[src/rtl/core/mei_pkg.sv]
`default_nettype none

package mei_pkg;

  // Fixed field widths of the result ports.
  localparam int unsigned FIELD_W = 31;
  localparam int unsigned COEF_W  = 32;

  // Coefficient seeds of the forward recurrence.
  localparam logic [COEF_W-1:0] COEF_ZERO = '0;
  localparam logic [COEF_W-1:0] COEF_ONE  = COEF_W'(1);

  typedef enum logic [2:0] {
    ST_IDLE,
    ST_CHECK,
    ST_DIV,
    ST_MUL_S,
    ST_MUL_T,
    ST_UPD,
    ST_INV
  } mei_state_e;

  // Sequencer strobes to the datapath.
  typedef struct packed {
    logic load;
    logic div_start;
    logic div_sel_inv;
    logic finish_none;
    logic finish_inv;
  } mei_ctrl_t;

endpackage

`default_nettype wire

[src/rtl/core/modular_inverse_ext_euclid_unit.sv]
`default_nettype none

// Modular inverse by the extended Euclidean algorithm. Raise start for one
// cycle while busy is low to hand in operand_value_i and modulus_i; busy
// stays high until the word is finished, and the result word then shows on
// the result ports for exactly one cycle with result_valid_o high. The
// receiver cannot stall, so capture it in that cycle. Operands are taken in
// min(DATA_WIDTH-1, 31) bits (OP_W). Each Euclid step runs the check state,
// the shared bit-serial divider, and the states ST_MUL_S, ST_MUL_T and ST_UPD
// for the two coefficient products on one multiplier. When the gcd is one, a
// last pass of the same divider reduces x into 0..modulus-1. The worst case
// is 31-bit consecutive Fibonacci operands (45 steps, the first one a swap
// when the value is below the modulus).
// No gcd of one, or a zero modulus, gives inverse 0 with inverse_exists low.
module modular_inverse_ext_euclid_unit
  import mei_pkg::*;
#(
  parameter int unsigned DATA_WIDTH = 32
) (
  input  wire logic                     clk_i,
  input  wire logic                     rst_ni,
  input  wire logic                     start,
  output logic                          busy,
  input  wire logic [FIELD_W-1:0]       operand_value_i,
  input  wire logic [FIELD_W-1:0]       modulus_i,
  output logic                          result_valid_o,
  output logic [FIELD_W-1:0]            common_divisor_o,
  output logic signed [COEF_W-1:0]      bezout_x_o,
  output logic signed [COEF_W-1:0]      bezout_y_o,
  output logic [FIELD_W-1:0]            inverse_o,
  output logic                          inverse_exists_o
);

  // Operand width actually used.
  localparam int unsigned OP_W = (DATA_WIDTH - 1 < FIELD_W) ? DATA_WIDTH - 1 : FIELD_W;

  mei_state_e state_q, state_d;
  mei_ctrl_t  ctrl;

  // Remainder pair, modulus, and forward coefficient rows (s for x, t for y).
  logic [OP_W-1:0]   r0_q, r1_q, mod_q;
  logic [COEF_W-1:0] s0_q, s1_q, t0_q, t1_q;
  logic [OP_W-1:0]   quo_q, rem_q;
  logic [COEF_W-1:0] prod_q;

  // Result word.
  logic               valid_q;
  logic [OP_W-1:0]    gcd_q;
  logic [COEF_W-1:0]  x_q, y_q;
  logic [OP_W-1:0]    inv_q;
  logic               exists_q;

  // Shared divider.
  logic              div_done;
  logic [OP_W-1:0]   div_quo, div_rem;
  logic [OP_W-1:0]   div_a, div_b;

  logic              base_hit;
  logic              has_inv;
  logic              x_neg;
  logic [COEF_W-1:0] x_mag;
  logic [COEF_W-1:0] mul_b;
  logic [COEF_W-1:0] prod_c;
  logic [OP_W-1:0]   inv_c;

  assign base_hit = (r1_q == '0);
  assign has_inv  = (r0_q == OP_W'(1)) && (mod_q != '0);
  assign x_neg    = s0_q[COEF_W-1];
  assign x_mag    = x_neg ? (COEF_ZERO - s0_q) : s0_q;

  // Divider operands: Euclid step r0/r1, or final |x| mod m.
  assign div_a = ctrl.div_sel_inv ? x_mag[OP_W-1:0] : r0_q;
  assign div_b = ctrl.div_sel_inv ? mod_q : r1_q;

  mei_div #(
    .WIDTH(OP_W)
  ) u_div (
    .clk_i      (clk_i),
    .rst_ni     (rst_ni),
    .start_i    (ctrl.div_start),
    .dividend_i (div_a),
    .divisor_i  (div_b),
    .done_o     (div_done),
    .quotient_o (div_quo),
    .remainder_o(div_rem)
  );

  // One multiplier, low COEF_W bits of q * s1 then q * t1 (wraps by design).
  assign mul_b  = (state_q == ST_MUL_S) ? s1_q : t1_q;
  assign prod_c = COEF_W'(quo_q) * mul_b;

  // Negative x folds to m - (|x| mod m), zero remainder stays zero.
  assign inv_c = (x_neg && (div_rem != '0)) ? (mod_q - div_rem)
               : (x_neg ? '0 : div_rem);

  // Next state.
  always_comb begin
    state_d = state_q;
    case (state_q)
      ST_IDLE: begin
        if (start) state_d = ST_CHECK;
      end
      ST_CHECK: begin
        if (!base_hit)    state_d = ST_DIV;
        else if (has_inv) state_d = ST_INV;
        else              state_d = ST_IDLE;
      end
      ST_DIV: begin
        if (div_done) state_d = ST_MUL_S;
      end
      ST_MUL_S: state_d = ST_MUL_T;
      ST_MUL_T: state_d = ST_UPD;
      ST_UPD:   state_d = ST_CHECK;
      ST_INV: begin
        if (div_done) state_d = ST_IDLE;
      end
      default:  state_d = ST_IDLE;
    endcase
  end

  // Sequencer outputs.
  always_comb begin
    ctrl = '0;
    case (state_q)
      ST_IDLE: begin
        ctrl.load = start;
      end
      ST_CHECK: begin
        ctrl.div_start   = !base_hit || has_inv;
        ctrl.div_sel_inv = base_hit;
        ctrl.finish_none = base_hit && !has_inv;
      end
      ST_INV: begin
        ctrl.finish_inv = div_done;
      end
      default: ctrl = '0;
    endcase
  end

  always_ff @(posedge clk_i or negedge rst_ni) begin
    if (!rst_ni) begin
      state_q <= ST_IDLE;
      valid_q <= 1'b0;
    end else begin
      state_q <= state_d;
      valid_q <= ctrl.finish_none || ctrl.finish_inv;
    end
  end

  // Datapath, no reset needed.
  always_ff @(posedge clk_i) begin
    if (ctrl.load) begin
      r0_q  <= operand_value_i[OP_W-1:0];
      r1_q  <= modulus_i[OP_W-1:0];
      mod_q <= modulus_i[OP_W-1:0];
      s0_q  <= COEF_ONE;
      s1_q  <= COEF_ZERO;
      t0_q  <= COEF_ZERO;
      t1_q  <= COEF_ONE;
    end
    if ((state_q == ST_DIV) && div_done) begin
      quo_q <= div_quo;
      rem_q <= div_rem;
    end
    if (state_q == ST_MUL_S) begin
      prod_q <= prod_c;
    end
    if (state_q == ST_MUL_T) begin
      s0_q   <= s1_q;
      s1_q   <= s0_q - prod_q;
      prod_q <= prod_c;
    end
    if (state_q == ST_UPD) begin
      t0_q <= t1_q;
      t1_q <= t0_q - prod_q;
      r0_q <= r1_q;
      r1_q <= rem_q;
    end
    if (ctrl.finish_none || ctrl.finish_inv) begin
      gcd_q    <= r0_q;
      x_q      <= s0_q;
      y_q      <= t0_q;
      exists_q <= ctrl.finish_inv;
      inv_q    <= ctrl.finish_inv ? inv_c : '0;
    end
  end

  assign busy             = (state_q != ST_IDLE);
  assign result_valid_o   = valid_q;
  assign common_divisor_o = FIELD_W'(gcd_q);
  assign bezout_x_o       = $signed(x_q);
  assign bezout_y_o       = $signed(y_q);
  assign inverse_o        = FIELD_W'(inv_q);
  assign inverse_exists_o = exists_q;

endmodule

`default_nettype wire

[src/rtl/core/mei_div.sv]
`default_nettype none

// Restoring divider, one quotient bit per cycle. done_o pulses when
// quotient_o / remainder_o are valid; they hold until the next start.
module mei_div #(
  parameter int unsigned WIDTH = 31
) (
  input  wire logic             clk_i,
  input  wire logic             rst_ni,
  input  wire logic             start_i,
  input  wire logic [WIDTH-1:0] dividend_i,
  input  wire logic [WIDTH-1:0] divisor_i,
  output logic                  done_o,
  output logic      [WIDTH-1:0] quotient_o,
  output logic      [WIDTH-1:0] remainder_o
);

  localparam int unsigned CW = $clog2(WIDTH + 1);

  logic             run_q;
  logic             done_q;
  logic [CW-1:0]    cnt_q;
  logic [WIDTH-1:0] quo_q;
  logic [WIDTH-1:0] rem_q;
  logic [WIDTH-1:0] dvs_q;

  logic [WIDTH:0]   trial;
  logic [WIDTH:0]   diff;
  logic             fits;
  logic [WIDTH-1:0] rem_d;

  assign trial = {rem_q, quo_q[WIDTH-1]};
  assign diff  = trial - {1'b0, dvs_q};
  assign fits  = ~diff[WIDTH];
  assign rem_d = fits ? diff[WIDTH-1:0] : trial[WIDTH-1:0];

  always_ff @(posedge clk_i or negedge rst_ni) begin
    if (!rst_ni) begin
      run_q  <= 1'b0;
      done_q <= 1'b0;
      cnt_q  <= '0;
    end else begin
      done_q <= 1'b0;
      if (start_i) begin
        run_q <= 1'b1;
        cnt_q <= CW'(WIDTH);
      end else if (run_q) begin
        cnt_q <= cnt_q - CW'(1);
        if (cnt_q == CW'(1)) begin
          run_q  <= 1'b0;
          done_q <= 1'b1;
        end
      end
    end
  end

  always_ff @(posedge clk_i) begin
    if (start_i) begin
      rem_q <= '0;
      quo_q <= dividend_i;
      dvs_q <= divisor_i;
    end else if (run_q) begin
      rem_q <= rem_d;
      quo_q <= {quo_q[WIDTH-2:0], fits};
    end
  end

  assign done_o      = done_q;
  assign quotient_o  = quo_q;
  assign remainder_o = rem_q;

endmodule

`default_nettype wire
[config.mk]
export PLATFORM = sky130hd
export DESIGN_NAME = modular_inverse_ext_euclid_unit
export DESIGN_NICKNAME = d
export VERILOG_FILES = /design/src/rtl/core/mei_pkg.sv /design/src/rtl/core/modular_inverse_ext_euclid_unit.sv /design/src/rtl/core/mei_div.sv
export SDC_FILE = /design/constraint.sdc
export NUM_CORES = 2
export LEC_CHECK = 0
export ABC_AREA = 1
export BUFFER_PORTS_ARGS = -buffer_cell sky130_fd_sc_hd__buf_4
export CORE_ASPECT_RATIO = 1.1
export CORE_MARGIN = 1.5
export CORE_UTILIZATION = 35
export DETAILED_ROUTE_END_ITERATION = 10
export HOLD_SLACK_MARGIN = 0.03
export PLACE_DENSITY = 0.5
export SYNTH_ARGS = -nofsm -noshare
export SYNTH_HDL_FRONTEND = slang
export SYNTH_HIERARCHICAL = 1
export SYNTH_SLANG_ARGS = --single-unit
[constraint.sdc]
create_clock -name clk_i -period 29.4 [get_ports clk_i]
set_input_delay 1.47 -clock clk_i [delete_from_list [all_inputs] [get_ports clk_i]]
set_output_delay 1.47 -clock clk_i [all_outputs]
set_load 0.01 [all_outputs]
# Word-level counts from Yosys, hierarchy flattened

Index checks and enable logic that the tools add are counted.

Bits in registers: 546
Output and inout port bits: 129
Word-level logic and storage cells: 98

$add $sub $neg: 6
$mul: 1
Equality and inequality tests: 11
Multiplexer cells: 38
Bitwise gates (word level): 1
Reductions and logical operators: 18

Operators with widths:

| cell                                              | number |
|---|---|
| two-way mux 31 bit                                | 12 |
| two-way mux 32 bit                                | 9 |
| subtractor 32 bit                                 | 2 |
| nonzero test 31 bit                               | 2 |
| multiplier 31 x 32 -> 32 bit                      | 1 |
| subtractor 32 x 31 -> 32 bit                      | 1 |
| == test 31 x 1 -> 1 bit, second input constant    | 1 |
| logical NOT 31 bit                                | 1 |
| subtractor 1 x 31 -> 31 bit, first input constant | 1 |
| subtractor 31 bit                                 | 1 |
| one-hot mux 3 bit (7 select lines)                | 1 |
| two-way mux 3 bit                                 | 6 |
| two-way mux 5 bit                                 | 2 |
| == test 3 bit, second input constant              | 3 |
| two-way mux 1 bit                                 | 8 |
| nonzero test 2 bit                                | 4 |
| == test 3 x 2 -> 1 bit, second input constant     | 2 |
| == test 5 x 1 -> 1 bit, second input constant     | 1 |
| subtractor 5 x 1 -> 5 bit, second input constant  | 1 |
| logical AND 1 bit                                 | 4 |
| != test 2 x 1 -> 1 bit, second input constant     | 2 |
| == test 3 x 1 -> 1 bit, second input constant     | 1 |
| logical NOT 3 bit                                 | 1 |
| AND reduction 3 bit                               | 1 |
| 5 further kinds                                   | 7 |

# Longest topological paths before layout

Depth after elaboration: 7
Depth in mapped cells: 37

# Cells and area by module

The synthesis kept the hierarchy.

By module, submodules not included:

| module                          | times used | cells each | area each (µm²) | seq. area each (µm²) |
|---|---|---|---|---|
| modular_inverse_ext_euclid_unit | 1          | 4162       | 37677.4         | 13372.8 |
| mei_div                         | 1          | 996        | 6645.1          | 2657.5 |

# Least setup slack after synthesis

OpenSTA, ideal clock, no wires.

Kind: in2reg
From: input port start
To: register r0_q[0] (enable)
Arrival: 10.311 ns
Path slack: 18.303 ns
Cell stages on the path: 2
Buffers on the path: 0
Cells stage by stage: inv_1 -> o21ai_0

Cells in the longest elaborated chain, start to end: 2

Ends and longest elaborated chain:

| item                         | RTL line                               | RTL |
|---|---|---|
| start, declared              | modular_inverse_ext_euclid_unit.sv:22  | `input wire logic start,` |
| two-way mux 1 bit            | modular_inverse_ext_euclid_unit.sv:124 | `case (state_q)` |
| nonzero test 2 bit (no line) | -                                      |  |
| end signal, assigned         | modular_inverse_ext_euclid_unit.sv:153 | `r0_q <= operand_value_i[OP_W-1:0];` |
| end signal, assigned         | modular_inverse_ext_euclid_unit.sv:176 | `r0_q <= r1_q;` |
| end, declared                | modular_inverse_ext_euclid_unit.sv:41  | `logic [OP_W-1:0] r0_q, r1_q, mod_q;` |

No other way between the ends.
A chain may end at the register's enable or synchronous reset.

# Worst setup path after layout

From: register state_q[2]
To: register prod_q[30], data pin

Cells in the longest elaborated chain, start to end: 5
Elaborated cells on any way between the ends: 6
Classes of those cells: 1 x mul; 2 x eq/ne; 3 x mux

Ends and longest elaborated chain:

| item                             | RTL line                               | RTL |
|---|---|---|
| start, declared                  | modular_inverse_ext_euclid_unit.sv:37  | `mei_state_e state_q, state_d;` |
| start signal, assigned           | modular_inverse_ext_euclid_unit.sv:145 | `state_q <= state_d;` |
| == test 3 x 2 -> 1 bit (*)       | modular_inverse_ext_euclid_unit.sv:89  | `assign mul_b = (state_q == ST_MUL_S) ? s1_q : t1_q;` |
| two-way mux 32 bit (*)           | modular_inverse_ext_euclid_unit.sv:89  |  |
| multiplier 31 x 32 -> 32 bit (*) | modular_inverse_ext_euclid_unit.sv:90  | `assign prod_c = COEF_W'(quo_q) * mul_b;` |
| net prod_c[30]                   | modular_inverse_ext_euclid_unit.sv:63  | `logic [COEF_W-1:0] prod_c;` |
| two-way mux 32 bit               | modular_inverse_ext_euclid_unit.sv:165 | `if (state_q == ST_MUL_S) begin` |
| two-way mux 32 bit (*)           | modular_inverse_ext_euclid_unit.sv:168 | `if (state_q == ST_MUL_T) begin` |
| end signal, assigned             | modular_inverse_ext_euclid_unit.sv:166 | `prod_q <= prod_c;` |
| end signal, assigned             | modular_inverse_ext_euclid_unit.sv:171 | `prod_q <= prod_c;` |
| end, declared                    | modular_inverse_ext_euclid_unit.sv:44  | `logic [COEF_W-1:0] prod_q;` |

The timed path passes the listed nets; every way through them passes the cells marked *. The select of a mux whose other input is x is not followed.

==> flow_summary.json <==
{
  "synth_area_um2": 44320,
  "fmax_mhz": 114.9,
  "async_flop_share_pct": 2.015,
  "fin_skew_ns": 0.04798,
  "power.share.switching_pct": 20.74,
  "vias": 34890,
  "die-area_um2": 128800,
  "status": "complete, no violations",
  "grt_max_degree": 82,
  "post_drt_wl_per_cell_um": 22.34,
  "max_slew_margin_pct": 22.66,
  "viasPerCell": 4.967,
  "first_pass_iters": 6,
  "std_cell_rows": 136,
  "gp_congestion": 0.9270,
  "cts_buffers": 60,
  "critPathMaxStageDelay_ns": 0.53,
  "finalPower_mw": 1.608,
  "tns_ns": 0,
  "crit_type": "reg2reg",
  "setup.worst_path.start_class": "register",
  "cts_tree": "built",
  "grt_usage_pct": 24.44,
  "slowest_stage": "fa_1",
  "timing.critical_path.buf_inv": 7,
  "cp_common_cell": "fa_1",
  "antenna_left": 0,
  "p_leak_nw": 23.78,
  "min_path_type": "reg2reg",
  "power_frac_seq_pct": 52.1,
  "cts-root-buf": "clkbuf_16",
  "p_switching_uw": 333.5,
  "syn_inst": 5158,
  "power_density_nw_per_um2": 32.42,
  "die_w_um": 342.3,
  "synth_fp_nets": 5882,
  "holdBufCountCts": 0,
  "cp-end-kind": "register",
  "ys.warnings.count": 6,
  "cts_resized": 0,
  "grt_pass1_wl_um": 231800,
  "antenna_found_initial": 1,
  "port_buffers": 193,
  "synth_ff_type": "edfxtp_1",
  "finalCritPeriodShare_pct": 29.61,
  "core-area_um2": 125200,
  "p_comb_share_pct": 0.8,
  "cp_data_arrival_time_ns": 9.14,
  "start_util_pct": 35.39,
  "ir_worst_vdd_uv": 46.80,
  "clk_pin_slew_worst_paths_ns": 0.06,
  "dp.final_hpwl_um": 125800,
  "clock_power_share_pct": 47.1,
  "ys_seq_area_share_pct": 36.17,
  "synth.avg_cell_area_um2": 8.593,
  "numClockSinks": 546,
  "internal-power_mw": 1.274,
  "rsz0062_at_grt": "no",
  "drv_cap": 0,
  "finalCriticalPeriod_ns": 8.705,
  "nets": 6043,
  "tightestPinTransition_ns": 1.149,
  "io_pins": 194,
  "drt_iter0_markers": 2373,
  "slew_viol_final": 0,
  "cts_buffer_depth": 3,
  "cts_max_level": 2,
  "postCtsSetupBuffers": 0,
  "synth_edf_count": 504,
  "critPathRequiredTime_ns": 29.83,
  "cpLargestDelayFamily": "adder cells",
  "insertion_delay_ns": 0.68,
  "crit_path_max_fanout": 43,
  "ys_seq_elements": 546,
  "grt_pass1_vias": 35827,
  "drive_above_1_share_pct": 7.360,
  "fillers": 12786,
  "drc": 0,
  "setup_viol": 0,
  "die_h_um": 376.2,
  "hold_viol": 0,
  "finalWirelength_um": 157000,
  "syn_to_final_growth_pct": 11.90,
  "ys_types": 49,
  "grt.overflow.total": 0
}
[registers in the layout, summed over array words and instances (netlist names), 3 cells and up]
register           flops
u_div/cnt_q            5
common_divisor_o      31
bezout_y_o            32
r1_q                  31
s1_q                  32
bezout_x_o            32
mod_q                 31
t0_q                  32
inverse_o             31
quo_q                 31
s0_q                  32
rem_q                 31
u_div/dvs_q           31
u_div/remainder_o     31
prod_q                32
u_div/quotient_o      31
r0_q                  31
state_q                3
t1_q                  32
[per-stage QoR]
| stage | hold slack [ns] | instances | setup WS [ns] | util [%] | area, um^2 |
|---|---|---|---|---|---|
| 5_1_grt | 0.4270 | 7023 | 20.14 | 39.60 | 49600 |
| 3_5_place_dp | 0.4340 | 6913 | 20.65 | 38.05 | 47650 |
| 3_3_place_gp | 0.4355 | 6913 | 20.91 | 38.05 | 47650 |
| 6_report | 0.4276 | 7024 | 20.69 | 39.60 | 49600 |
| 2_1_floorplan | 0.4244 | 5158 | 18.30 | - | 44320 |
| 4_1_cts | 0.4196 | 7023 | 20.68 | 39.60 | 49600 |
[power by group through the flow]
| stage | logic (mW) | registers, mW | clock network, mW |
|---|---|---|---|
| global placement | 0.0127 | 0.854 | 0 |
| floorplan | 0.00316 | 0.854 | 0 |
| global route | 0.0138 | 0.837 | 0.801 |
| finish | 0.0125 | 0.837 | 0.758 |
| detailed placement | 0.0128 | 0.854 | 0 |
| CTS | 0.0129 | 0.837 | 0.776 |
[final cells by class]
type,count,area [um^2],share of cell area (%)
Multi-Input combinational cell,3465,23990,48.36
Sequential cell,546,16030,32.32
Inverter,1011,3797,7.656
Tap cell,1656,2072,4.178
Timing Repair Buffer,235,1764,3.557
Clock buffer,70,1549,3.123
Clock inverter,40,396.6,0.7997
Antenna cell,1,2.502,0.005045
[placed cells by master, fill, tap and decap left out, types with 31 or more instances in the layout]
master,n
a21oi_1,268
nor3_1,38
nor4_1,31
nor2_1,500
xor2_1,54
inv_1,982
xnor2_1,35
nand4_1,43
edfxtp_1,504
clkbuf_16,60
o21ai_0,217
nand2_1,1290
fa_1,413
nand3_1,145
dfxtp_1,31
buf_4,235
ha_1,246
[worst paths after layout]
check,from,endpoint,slack (ns),cells after the start
worst min register to register,u_div/quotient_o[4],quo_q[4],0.43,0
worst max register to register,state_q[2],prod_q[30],20.69,30
max in group asynchronous,rst_ni,result_valid_o,28.53,1
min in group asynchronous,rst_ni,u_div/cnt_q[0],0.66,1
worst max-delay path,state_q[2],prod_q[30],20.69,30
worst min-delay path,u_div/quotient_o[4],quo_q[4],0.43,0
[worst reg2reg max path, delay by kind of cell, from the launching register on]
family	cells	cell delay (ns)
AND/OR/NAND/NOR	9	1.22
XOR/XNOR	1	0.15
adder cells (fa/ha/maj)	9	4.27
AO/OA/AOI/OAI	4	1.15
buffers and inverters	7	1.26
flip-flops	1	0.43
[metal layers]
| layer | vias to the layer above | global-route usage (%) | wire [um] |
|---|---|---|---|
| li1 | 16570 | - | - |
| met1 | 17082 | 29.15 | 62340 |
| met2 | 982 | 44.15 | 80450 |
| met3 | 256 | 2.648 | 6594 |
| met4 | 0 | 10.64 | 7566 |
| met5 | - | 0 | 0 |
[kinds of logic after synthesis]
logic type | synth area share, %
AND/OR/NAND/NOR | 19.21
buffers and inverters | 9.866
flip-flops | 36.17
AO/OA/AOI/OAI | 7.396
XOR/XNOR | 1.759
adder cells (fa/ha/maj) | 25.60
[Yosys cell counts (13+ instances only)]
| cell type | n | area, um^2 |
|---|---|---|
| dfxtp_1 | 31 | 620.6 |
| ha_1 | 246 | 3078 |
| nand2_1 | 1292 | 4850 |
| a31oi_1 | 15 | 93.84 |
| edfxtp_1 | 504 | 15130 |
| nand4_1 | 43 | 269.0 |
| nand3_1 | 145 | 725.7 |
| inv_2 | 16 | 60.06 |
| nand2_2 | 13 | 81.33 |
| a21oi_1 | 268 | 1341 |
| o21ai_1 | 17 | 85.08 |
| xor2_1 | 54 | 473.0 |
| nor4_1 | 31 | 193.9 |
| inv_1 | 983 | 3690 |
| fa_1 | 413 | 8268 |
| clkbuf_1 | 110 | 412.9 |
| o21ai_0 | 218 | 1091 |
| xnor2_1 | 35 | 306.5 |
| nor3_1 | 39 | 195.2 |
| o21a_1 | 28 | 210.2 |
| nor2_1 | 504 | 1892 |
| or2_2 | 17 | 106.4 |
No activity file was read; power rests on OpenSTA's default activity.
